## config.mk

```make
export PLATFORM = sky130hd
export DESIGN_NAME = dogx_ram
export DESIGN_NICKNAME = d
export VERILOG_FILES = /design/src/sv/dogx_ram.sv
export SDC_FILE = /design/constraint.sdc
export NUM_CORES = 1
export LEC_CHECK = 0
export ABC_AREA = 1
export BUFFER_PORTS_ARGS = -buffer_cell sky130_fd_sc_hd__buf_2
export CAP_MARGIN = 20
export CORE_MARGIN = 5
export CORE_UTILIZATION = 55
export CTS_BUF_LIST = sky130_fd_sc_hd__clkbuf_4 sky130_fd_sc_hd__clkbuf_8
export DETAILED_ROUTE_END_ITERATION = 8
export MAX_ROUTING_LAYER = met4
export PLACE_DENSITY = 0.73
export REMOVE_ABC_BUFFERS = 1
export SYNTH_ARGS = -nofsm -noshare
export SYNTH_HDL_FRONTEND = slang
export SYNTH_SLANG_ARGS = --single-unit
export TNS_END_PERCENT = 5
```

## constraint.sdc

```tcl
create_clock -name clk -period 1.1 [get_ports clk]
set_input_delay 0.11 -clock clk [delete_from_list [all_inputs] [get_ports clk]]
set_output_delay 0.11 -clock clk [all_outputs]
set_load 0.01 [all_outputs]
```

## src/sv/dogx_ram.sv

```systemverilog
// ----------------------------------------------------------------------------
// dogx_ram
// generic single-write, single-read ram with registered read data
// ----------------------------------------------------------------------------
module dogx_ram #(
  parameter int WIDTH = 8,
  parameter int DEPTH = 16
) (
  input  logic                     clk,
  input  logic                     we,
  input  logic [$clog2(DEPTH)-1:0] waddr,
  input  logic [WIDTH-1:0]         wdata,
  input  logic                     re,
  input  logic [$clog2(DEPTH)-1:0] raddr,
  output logic [WIDTH-1:0]         rdata
);

  logic [WIDTH-1:0] mem [DEPTH];
  logic [WIDTH-1:0] rdata_r;

  always_ff @(posedge clk) begin
    if (we) begin
      mem[waddr] <= wdata;
    end
    if (re) begin
      rdata_r <= mem[raddr];
    end
  end

  assign rdata = rdata_r;

endmodule

```

==> flow_results.xml <==
<?xml version="1.0" encoding="UTF-8"?>
<metrics>
  <group name="outcome">
    <metric name="outcome" unit="">finished, violations left</metric>
    <metric name="failed_checks" unit="">negative setup slack</metric>
  </group>
  <group name="sta">
    <metric name="rsz0062_at_grt" unit="">yes</metric>
    <metric name="worst_slew_pin_tran" unit="ns">0.357</metric>
    <metric name="finalWorstPathRequiredPeriod" unit="ns">1.12</metric>
    <metric name="final.setup_skew" unit="ns">0.00976</metric>
    <metric name="hold_slack" unit="ns">0.0619</metric>
    <metric name="layout_setup_ws" unit="ns">-0.0206</metric>
    <metric name="final_max_slew_viol_count" unit="">0</metric>
    <metric name="timing.final.setup_violations" unit="">5</metric>
    <metric name="relSlewSlack" unit="%">76.2</metric>
    <metric name="fin_crit_sh" unit="%">102</metric>
    <metric name="timing.final.hold_violations" unit="">0</metric>
    <metric name="fmax" unit="MHz">892</metric>
    <metric name="setup_tns" unit="ns">-0.0375</metric>
  </group>
  <group name="synthesis">
    <metric name="post_synth.cell_area_avg" unit="um2">10.6</metric>
    <metric name="distinct_cell_type_count_after_synthesis" unit="">11</metric>
    <metric name="synth-simple-area-share" unit="%">20.8</metric>
    <metric name="synth.area.mux_share" unit="%">0</metric>
    <metric name="sequential_area_share_after_synthesis" unit="%">69.8</metric>
    <metric name="ys_top_cells_by_count" unit="">sky130_fd_sc_hd__nand2_1 (173), sky130_fd_sc_hd__edfxtp_1 (136), sky130_fd_sc_hd__inv_1 (100)</metric>
    <metric name="most_frequent_cell_after_synthesis" unit="">sky130_fd_sc_hd__nand2_1</metric>
    <metric name="synthFlopType" unit="">sky130_fd_sc_hd__edfxtp_1</metric>
    <metric name="synth_edf_count" unit="">136</metric>
    <metric name="synth_compound_gate_area_share" unit="%">0</metric>
    <metric name="synth-seq-cells" unit="">136</metric>
    <metric name="synth_xor_area_share" unit="%">0</metric>
    <metric name="area_share_of_the_leading_cell_type_in_the_synthesized_netlist" unit="%">69.8</metric>
    <metric name="synth.cell_area" unit="mm2">0.00585</metric>
    <metric name="synth_async_reset_ratio" unit="%">0</metric>
    <metric name="synth_largest_area_cell" unit="">sky130_fd_sc_hd__edfxtp_1</metric>
    <metric name="synth.yosys.warnings" unit="">0</metric>
    <metric name="dominant_combinational_cell_family_by_area_after_synthesis" unit="">simple AND/OR/NAND/NOR gates</metric>
    <metric name="ys_top_cells_by_area" unit="">sky130_fd_sc_hd__edfxtp_1 (70%), sky130_fd_sc_hd__nand2_1 (11%), sky130_fd_sc_hd__nand3_1 (8.3%)</metric>
    <metric name="netlist_instances" unit="">551</metric>
    <metric name="post_synth_fa_ha_maj_area_fraction" unit="%">0</metric>
  </group>
  <group name="worst_setup_path">
    <metric name="timing.critical_path.fanout_max" unit="">1</metric>
    <metric name="cp-start-kind" unit="">flip-flop</metric>
    <metric name="cp_num_buf_inv" unit="">1</metric>
    <metric name="worst_ep_arrival_time" unit="ns">1.01</metric>
    <metric name="end_kind" unit="">output port</metric>
    <metric name="timing.critical_path.max_delay_family" unit="">flip-flops</metric>
    <metric name="crit_path_top_delay_cell" unit="">sky130_fd_sc_hd__edfxtp_1</metric>
    <metric name="slowest_delay" unit="ns">0.42</metric>
    <metric name="criticalPathCategory" unit="">reg -&gt; out</metric>
    <metric name="crit_path_cell_trace" unit="">buf_2</metric>
    <metric name="worstPathRequired" unit="ns">0.99</metric>
  </group>
  <group name="detailed_routing">
    <metric name="drt_pre_antenna_iters" unit="">4</metric>
    <metric name="route.detailed.vias_per_inst" unit="">5.09</metric>
    <metric name="number_of_remaining_drc_errors" unit="">0</metric>
    <metric name="route.detailed.wl_per_inst" unit="um">16.0</metric>
    <metric name="wl" unit="mm">12.0</metric>
    <metric name="ant_nets" unit="">0</metric>
    <metric name="via_count" unit="">3810</metric>
    <metric name="first_iter_violations" unit="">430</metric>
  </group>
  <group name="global_routing">
    <metric name="grt_most_used_layer" unit="">met2</metric>
    <metric name="pin_count_of_the_biggest_net_entering_global_routing" unit="">40</metric>
    <metric name="use_met2" unit="%">33.0</metric>
    <metric name="first_pass_grt_wire_length" unit="mm">19.3</metric>
    <metric name="use_met3" unit="%">4.39</metric>
    <metric name="grt_antenna_before_repair" unit="">0</metric>
    <metric name="globalRoute.totalOverflow" unit="">0</metric>
    <metric name="grt_pass1_vias" unit="">3762</metric>
    <metric name="global_route_met1_utilization" unit="%">26.4</metric>
    <metric name="track_usage" unit="%">20.6</metric>
  </group>
  <group name="power">
    <metric name="power.share.sequential" unit="%">57.0</metric>
    <metric name="p_total" unit="mW">10.3</metric>
    <metric name="vdd.ir_drop.worst" unit="mV">0.750</metric>
    <metric name="switching_share_of_total_power" unit="%">21.8</metric>
    <metric name="p_int" unit="mW">8.05</metric>
    <metric name="net_switching_power" unit="mW">2.25</metric>
    <metric name="power.static_leakage" unit="nW">2.91</metric>
    <metric name="p_clk_share" unit="%">35.8</metric>
    <metric name="power.density" unit="mW/mm2">1540</metric>
    <metric name="comb_power_share" unit="%">7.2</metric>
  </group>
  <group name="die">
    <metric name="width_of_the_die" unit="um">113</metric>
    <metric name="die_height" unit="um">113</metric>
    <metric name="rows" unit="">37</metric>
    <metric name="fp.coreArea" unit="mm2">0.0104</metric>
    <metric name="io_pins" unit="">27</metric>
    <metric name="total_die_area" unit="mm2">0.0128</metric>
    <metric name="initial_utilization" unit="%">56.4</metric>
  </group>
  <group name="job">
    <metric name="max_cap_violations" unit="">0</metric>
  </group>
  <group name="placement">
    <metric name="pre_cts_slack" unit="ns">-0.185</metric>
    <metric name="place.port_buffers" unit="">26</metric>
    <metric name="gp_congestion" unit="">0.861</metric>
    <metric name="place.detailed.hpwl" unit="mm">7.78</metric>
    <metric name="dpl_cell_area" unit="mm2">0.00625</metric>
    <metric name="place.detailed.instances" unit="">716</metric>
  </group>
  <group name="finish">
    <metric name="instances_no_fill" unit="">748</metric>
    <metric name="drive_gt1_share" unit="%">16.2</metric>
    <metric name="nFillCells" unit="">813</metric>
    <metric name="syn2layout_area_growth" unit="%">14.6</metric>
    <metric name="register_area" unit="mm2">0.00408</metric>
    <metric name="finalCoreUtilization" unit="%">64.6</metric>
    <metric name="inserted_diodes" unit="">0</metric>
    <metric name="multi_input_comb_area" unit="mm2">0.00130</metric>
    <metric name="postLayoutCellArea" unit="mm2">0.00670</metric>
    <metric name="finish.net_count" unit="">618</metric>
  </group>
  <group name="clock_network">
    <metric name="numClockSinks" unit="">136</metric>
    <metric name="tritoncts.num_buffers" unit="">17</metric>
    <metric name="cts_tree" unit="">done</metric>
    <metric name="cts_htree_levels" unit="">4</metric>
    <metric name="clock_tree.root_cell" unit="">sky130_fd_sc_hd__clkbuf_8</metric>
    <metric name="cts.clk_slew.worst_paths" unit="ns">0.07</metric>
    <metric name="number_of_hold_buffers_added_after_cts" unit="">0</metric>
    <metric name="clock_path_buffers" unit="">2</metric>
    <metric name="clk-insertion-delay-late" unit="ns">0.42</metric>
  </group>
  <group name="worst_hold_path">
    <metric name="worstHoldPathType" unit="">in -&gt; reg</metric>
  </group>
</metrics>
[sequential cells by signal (all words and copies together) (netlist names)]
| name | count |
|---|---|
| rdata | 8 |
| mem | 128 |
[layout by cell type, fill, tap and decap left out, drive strengths merged]
cell,synthesis,routed
bufinv,0,2
nand2,173,173
clkbuf,0,18
edfxtp,136,136
clkinvlp,0,1
nor2,17,17
inv,102,102
buf,24,53
nand3,97,97
nand3b,2,2
clkinv,0,11
[final cells by class]
class | count | share of cell area (%)
clock inverter | 14 | 1.70
clock buffer | 18 | 3.61
sequential | 136 | 61.0
timing repair buffer | 53 | 6.00
inverter | 102 | 5.72
tap | 136 | 2.54
multi-input combinational | 289 | 19.5
[power groups by stage]
stage               clock [mW]  sequential (mW)  combinational, mW
finish                    3.68             5.87              0.742
floorplan                    0             5.99              0.313
global placement             0             5.98              0.698
CTS                       3.75             5.87              0.725
global route              3.99             5.87              0.831
detailed placement           0             5.98              0.713
[final timing paths]
kind,startpoint,endpoint,slack (ns),depth (start not counted)
hold reg to reg,mem[3][1],rdata[1],0.74,6
setup reg to reg,mem[13][3],rdata[3],0,6
hold / removal,wdata[0],mem[14][0],0.06,1
setup / recovery,rdata[0],rdata[0],-0.02,1
[metal layers]
| layer | vias up | part of all wire, % |
|---|---|---|
| met1 | 1821 | 43 |
| li1 | 1876 | - |
| met3 | 15 | 5.1 |
| met5 | - | 0 |
| met4 | 0 | 1.5 |
| met2 | 98 | 50 |
[cell families (layout without fill, tap and decap cells)]
family,count (synthesis),after routing
buffers and inverters,126,187
and+or+nand+nor,289,289
DFF,136,136
[repair_timing]
action | in CTS | in global routing
gates resized for setup | 4 | 16
hold endpoints to repair | 0 | 0
setup endpoints to repair | 7 | 14
pin swaps | 0 | 8
setup buffers | 0 | 0
Note: power is estimated with default switching activity, not from simulation.
