==> src/sv/dogx_pkg.sv <==
// ----------------------------------------------------------------------------
// dogx_pkg
// shared types, widths, register indexes and reset values of the dog
// scale-space extremum detector
// ----------------------------------------------------------------------------
package dogx_pkg;

  localparam int SAMPLE_W      = 17;
  localparam int COL_W         = 10;
  localparam int ROW_W         = 16;
  localparam int WIDTH_W       = 11;
  localparam int THR_W         = 16;
  localparam int CFG_DATA_W    = 16;
  localparam int CFG_IDX_W     = 2;
  localparam int LAYERS        = 3;
  localparam int LINES         = 2;
  localparam int WIN           = 3;
  localparam int MAX_WIDTH_DEF = 1024;
  localparam int SIZE_FLOOR    = 3;
  localparam int LINE_ENTRY_W  = LAYERS * LINES * SAMPLE_W;

  localparam logic [CFG_IDX_W-1:0] REG_IMAGE_WIDTH  = 2'd0;
  localparam logic [CFG_IDX_W-1:0] REG_IMAGE_HEIGHT = 2'd1;
  localparam logic [CFG_IDX_W-1:0] REG_CONTRAST_THR = 2'd2;

  localparam logic [WIDTH_W-1:0] IMAGE_WIDTH_RST  = 11'd640;
  localparam logic [ROW_W-1:0]   IMAGE_HEIGHT_RST = 16'd480;
  localparam logic [THR_W-1:0]   CONTRAST_THR_RST = 16'd256;

  typedef logic signed [SAMPLE_W-1:0] sample_t;
  typedef sample_t [LAYERS-1:0] triple_t;
  // [layer][row][col]
  typedef sample_t [LAYERS-1:0][WIN-1:0][WIN-1:0] window_t;

endpackage

==> src/sv/dogx_judge.sv <==
// ----------------------------------------------------------------------------
// dogx_judge
// contrast test and 26-neighbour max/min test on a 3x3x3 window
// ----------------------------------------------------------------------------
module dogx_judge (
  input  dogx_pkg::window_t               win,
  input  logic [dogx_pkg::THR_W-1:0]      threshold,
  output logic                            extremum
);

  logic signed [dogx_pkg::SAMPLE_W-1:0] ctr;
  logic [dogx_pkg::SAMPLE_W-1:0]        mag;
  logic                                 is_max;
  logic                                 is_min;

  assign ctr = $signed(win[1][1][1]);

  always_comb begin
    is_max = 1'b1;
    is_min = 1'b1;
    for (int l = 0; l < dogx_pkg::LAYERS; l++) begin
      for (int r = 0; r < dogx_pkg::WIN; r++) begin
        for (int k = 0; k < dogx_pkg::WIN; k++) begin
          if (!(l == 1 && r == 1 && k == 1)) begin
            if (ctr < $signed(win[l][r][k])) begin
              is_max = 1'b0;
            end
            if (ctr > $signed(win[l][r][k])) begin
              is_min = 1'b0;
            end
          end
        end
      end
    end
  end

  // magnitude of -65536 still fits 17 bits unsigned
  assign mag = ctr[dogx_pkg::SAMPLE_W-1] ? dogx_pkg::SAMPLE_W'(-ctr)
                                         : dogx_pkg::SAMPLE_W'(ctr);

  assign extremum = (mag > {1'b0, threshold}) && (is_max || is_min);

endmodule

==> config.mk <==
export PLATFORM = sky130hd
export DESIGN_NAME = dogx_judge
export DESIGN_NICKNAME = d
export VERILOG_FILES = /design/src/sv/dogx_pkg.sv /design/src/sv/dogx_judge.sv
export SDC_FILE = /design/constraint.sdc
export NUM_CORES = 1
export LEC_CHECK = 0
export ABC_AREA = 0
export BUFFER_PORTS_ARGS = -buffer_cell sky130_fd_sc_hd__buf_4
export CAP_MARGIN = 15
export CORE_AREA = 2 2 184 186
export DETAILED_ROUTE_END_ITERATION = 8
export DIE_AREA = 0 0 186 188
export PLACE_DENSITY_LB_ADDON = 0.1
export SETUP_SLACK_MARGIN = 0.02
export SYNTH_ARGS = -nofsm -noshare
export SYNTH_HDL_FRONTEND = slang
export SYNTH_SLANG_ARGS = --single-unit
==> constraint.sdc <==
create_clock -name vclk -period 10.6
set_input_delay 0 -clock vclk [all_inputs]
set_output_delay 0 -clock vclk [all_outputs]
set_load 0.01 [all_outputs]
==> results.md, run 1 <==
- Wire length per cell: 18.30 um
- RSZ-0062 raised after global routing: false
- Fin. Hold Viols: 0
- Mapped Area: around 0.012 mm2
- Crit. End Element: output port
- Initial antenna violation count: 8
- Period utilization: a little over two fifths
- Slew @ Worst Pin: around 0.8 ns
- FP Rows: 67
- CP startpoint kind: input port
- WS Path Type: in -> out
- Yosys top cell by area: ha_1
- Largest net degree at the start of global routing: 44
- Iter 0 DRT Violations: 495
- Post-synth top area share: between 40 and 50%
- Storage element area: 0 um2
- Die Ht: ~190 um
- Vias in the first global route: 13.67k
- Core Area: 0.03311 mm2
- Die X: 186 um
- Synth cell types: 73
- Routability cong.: 0.8528
- Placed insts: 2617
- Starting Density: 36.52%
- Power, Total: 621.4 uW
- Worst path max stage delay: 0.57 ns
- Post-synth top cells: 464 x inv_1, 459 x ha_1, 130 x a21oi_1
- Setup TNS: 0 ns
- Post-route cell area: 0.01621 mm2
- HP Class: in -> out
- Warning count from the yosys run: 0
- Post-Syn Nets: about 2.6k
- Via count: 13.60k
- Cell chain of the critical path: buf_4, inv_2, ha_1, nand2_1, or3_4, or3b_4, o31ai_1, xnor2_1, ha_1, nand4_1, a2111oi_0, nor4_2, o31ai_1, a21oi_1, and4bb_1, nand4_1, o32ai_2, buf_4
- Final-report max-slew violation count: 0
- Worst Path Required: roughly 11 ns
- Tot GR Track Use: 26.44%
- First-pass GRT wire length: 71570 um
- Max-cap viol count: 0
- Worst path slowest cell: inv_2
- Worst slew margin: 47.02%
- Post-DP HPWL: between 30000 and 40000 um
- Top cells by area, synth: ha_1 47%, inv_1 14%, a21oi_1 5.4%
- Worst Hold Slack: 0.7879 ns
- DR DRC count: 0
- Fin crit period: 4.601 ns
- Via-to-Cell Ratio: 5.184
- # setup viols final: 0
- # IOs: 476
- Run status: completed
- CTS resizes: 0
- # nets final: 3105
- Post-CTS Setup Repair Bufs: 0
- Number of clock buffers in the layout: 0
- Achievable Freq: 217.4 MHz
- Die area: ~0.035 mm2
- Routed wire length: 48020 um
- Seq cells: 0
- Most numerous cell in the Yosys netlist: inv_1
- Power per cell area: 38.34 mW/mm2
- Mapped Avg Cell Area: 7.135 um2
- Leak: around 0.0098 uW
- Finished Layout Cells: 2624
- Share of cells above drive strength 1: 22.64%
- Drt first pass iters: 6
- Buffers on Ports: 476
- Hold_buf cts: 0
- Area grow syn2layout: 34.03%
- Peak supply drop: 0.03959 mV
- Cells after Synth: 1695
- Routed Antenna Nets: 0
- CP Max Fanout: 28
- Gr ovfl total: 0
- Area after DPL: 0.01619 mm2
- Post-synthesis sequential area ratio: 0%
- Arrival time worst endpoint: between 4 and 5 ns
==> cells by family after synthesis <==
logic type | count (synthesis) | share of synthesized area [%]
fa+ha+maj | 459 | 47.49
xor+xnor | 16 | 1.159
simple gates | 392 | 17.28
compound gates | 355 | 18.81
buf+inv | 467 | 14.73
mux | 6 | 0.5379
==> critical path: cells and delay by family <==
kind / cells / cell delay [ns]
AOI/OAI and AO/OA: 5 / 1.51
and+or+nand+nor: 7 / 1.49
buffers and inverters: 3 / 0.87
adders and majority gates: 2 / 0.60
xor gates and xnor gates: 1 / 0.11
==> stage by stage <==
step / utilization (%) / setup slack [ns]
5_1_grt: 48.95 / 5.658
6_report: 48.95 / 5.999
3_3_place_gp: 48.90 / 6.112
3_5_place_dp: 48.90 / 6.000
4_1_cts: 48.90 / 5.972
2_1_floorplan: - / 6.817
==> per-layer routing <==
layer | vias to the layer above | GRT usage (%) | part of all wire, % | routed length [um]
met5 | - | 0 | 0.027 | 13
met3 | 76 | 2.913 | 5.9 | 2854
met1 | 6139 | 32.45 | 43 | 20560
li1 | 6920 | - | - | -
met2 | 467 | 47.80 | 48 | 23060
met4 | 2 | 7.995 | 3.2 | 1533
==> layout by cell type, fill, tap and decap left out, types with 16 or more instances in the layout <==
master,instances
ha_1,459
a211oi_1,24
nor2_1,60
o21ai_0,43
inv_1,463
xnor2_1,16
buf_4,476
a21oi_1,130
nand3_1,64
nand4_1,73
a21o_1,36
nand2_1,85
nor2b_1,18
==> area by class of cell <==
cell class / count / area [um2]
fill: 3466 / 16900
tap: 448 / 560.5
inverter: 465 / 1745
timing repair buffer: 476 / 3573
antenna: 7 / 17.52
multi-input combinational: 1228 / 10310
==> worst paths after layout <==
path / from / to / slack, ns / cells past startpoint
worst max-delay path: win[221] / extremum / 6.00 / 18
worst min-delay path: win[272] / extremum / 0.79 / 7
==> where the power goes <==
part	internal (uW)	switching [uW]	total [uW]
sequential	0	0	0
combinational	299	322	621
clock	0.0000885	0	0.0000886
total	299	322	621
(Power assumes the default switching activity.)
==> run 2: changes to the inputs <==
==> constraint.sdc (replaced) <==
create_clock -name vclk -period 3.75
set_input_delay 0 -clock vclk [all_inputs]
set_output_delay 0 -clock vclk [all_outputs]
set_load 0.01 [all_outputs]
==> run 2 against run 1 <==
  * Flip-flop and latch count unchanged
  * Final area increased by 1.8%
  * Non-clock buffer count increased by 25
  * Sequential share of layout area unchanged
  * First-iteration DRC count increased by 16%
  * Combinational power increased to 2.9 times the previous value
  * Critical endpoint unchanged
==> results.md, run 2 (synthesized netlist as in run 1, its figures left out) <==
- Iter 0 DRT Violations: 574 (+16%)
- Wire length per cell: 19.15 um (+4.6%)
- Fin crit period: 3.550 ns
- Tot GR Track Use: 27.98% (+1.5 points)
- Period utilization: 94.66%
- First-pass GRT wire length: 74400 um (+4.0%)
- Area grow syn2layout: 36.44%
- Hold Path Depth: 7 (unchanged)
- Achievable Freq: between 200 and 300 MHz
- Run status: completed
- Buffers on Ports: 476 (unchanged)
- Placed insts: 2641 (+0.92%)
- Initial antenna violation count: 5 (-3)
- Commonest non-fill, non-tap cells in the layout: 497 x buf_4, 462 x inv_1, 458 x ha_1
- Register share of total power: 0% (unchanged)
- Slew @ Worst Pin: 0.7912 ns (-0.002426 ns)
- Via-to-Cell Ratio: 5.180 (about the same)
- Peak supply drop: 0.08925 mV (+130%)
- FP Rows: 67 (unchanged)
- Number of clock buffers in the layout: 0 (unchanged)
- Worst slew margin: 45.89% (-1.1 points)
- Starting Density: 36.52% (unchanged)
- # setup viols final: 0 (unchanged)
- Largest net degree at the start of global routing: 33 (-25%)
- Post-DP HPWL: 41780 um (+7.2%)
- Worst path slowest cell: or3b_4
- NetSw: 942.3 uW (+190%)
- Gr ovfl total: 0 (unchanged)
- Internal Power: 870.0 uW (+190%)
- Share of cells above drive strength 1: 23.88% (+1.2 points)
- Worst path max stage delay: 0.43 ns (-0.14 ns)
- Part of the power in combinational logic: 100.0% (about the same)
- Crit. End Element: output port
- Die area: 0.03497 mm2 (unchanged)
- Clock power frac: 0% (unchanged)
- CP startpoint kind: input port
- Switching part of the total: 51.99% (+0.19 points)
- HP Class: in -> out
- CP Max Fanout: 3 (-89%)
- # nets final: 3130 (+0.81%)
- Die Ht: 188 um (unchanged)
- Max-cap viol count: 0 (unchanged)
- WS Path Type: in -> out
- Fin. Hold Viols: 0 (unchanged)
- Leak: 0.009947 uW (+1.4%)
- Commonest non-fill, non-tap cell in the layout: buf_4
- Die X: 186 um (unchanged)
- Power per cell area: 109.8 mW/mm2 (+190%)
- Via count: 13.71k (+0.76%)
- Routability cong.: 0.8917 (+4.6%)
- Finished Layout Cells: 2646 (+0.84%)
- Drt first pass iters: 6 (unchanged)
- # IOs: 476 (unchanged)
- Final-report max-slew violation count: 0 (unchanged)
- Routed wire length: 50660 um (+5.5%)
- Worst Path Required: 3.75 ns (-6.85 ns)
- Cell family with most CP delay: simple AND/OR/NAND/NOR gates
- Routed Antenna Nets: 0 (unchanged)
- Crit path depth: 19 (+1)
- Cell chain of the critical path: buf_4, clkinvlp_4, ha_4, nand2_2, or3_4, or3b_4, buf_6, nand2_2, xnor2_2, ha_1, nand4_1, a2111oi_4, nor4_2, o31ai_1, a21oi_1, and4bb_1, nand4_1, o32ai_2, buf_4
- DR DRC count: 0 (unchanged)
- Worst Path Buf+Inv: 4 (+1)
- Storage element area: 0 um2 (unchanged)
- Arrival time worst endpoint: 3.55 ns (-1.05 ns)
- Worst Hold Slack: 0.8236 ns (+0.03565 ns)
- Core Area: 0.03311 mm2 (unchanged)
- Vias in the first global route: 13.60k (-0.53%)
- Seq cells: 0 (unchanged)
- Setup TNS: 0 ns (unchanged)
run 2: cell count changes in the layout (fill, tap and decap cells not counted), moves of 2 or more:
cell,delta
diode_2,-3
buf_12,+2
nand2_2,+2
a2111oi_0,-2
buf_4,+21
nand2_1,-2
run 2: layout make-up:
cell class	count	area [um2]
repair buffers	501	3797
well taps	448	560.5
fillers	3342	16610
multi-input cells	1228	10380
inverters	465	1752
diodes	4	10.01
run 2: metrics by stage:
step | total power [uW] | area (um2) | utilization, % | setup WS [ns]
2_1_floorplan | 938.8 | 12100 | - | 0.2455
3_3_place_gp | 1754 | 16400 | 49.53 | -0.01465
3_5_place_dp | 1794 | 16400 | 49.53 | -0.1032
4_1_cts | 1805 | 16410 | 49.55 | 0.1107
5_1_grt | 2049 | 16500 | 49.83 | -0.01878
6_report | 1812 | 16500 | 49.83 | 0.2002
run 2: timing repair:
| item | in CTS | in global routing |
|---|---|---|
| pin swaps | 1 | 11 |
| resized for setup | 2 | 17 |
| setup buffers | 0 | 1 |
| setup endpoints to repair | 1 | 1 |
| endpoints found under the hold margin | 0 | 0 |
| gates cloned | 0 | 0 |
| hold buffers | 0 | 0 |
run 2: metal layers:
layer  wire length, um  GRT usage (%)
met1             22100          35.16
met2             24460          50.20
met3              2596          2.525
met4              1492          7.995
met5                13              0
run 2: final timing paths:
kind | from | end | slack (ns)
worst max-delay path | win[221] | extremum | 0.20
worst min-delay path | win[255] | extremum | 0.82
run 2: power groups by stage:
stage | sequential [uW] | combinational (uW) | clock [uW]
2_1_floorplan | 0 | 939 | 0
3_3_place_gp | 0 | 1750 | 0
3_5_place_dp | 0 | 1790 | 0
4_1_cts | 0 | 1800 | 0
5_1_grt | 0 | 2050 | 0.000143
6_report | 0 | 1810 | 0.000143
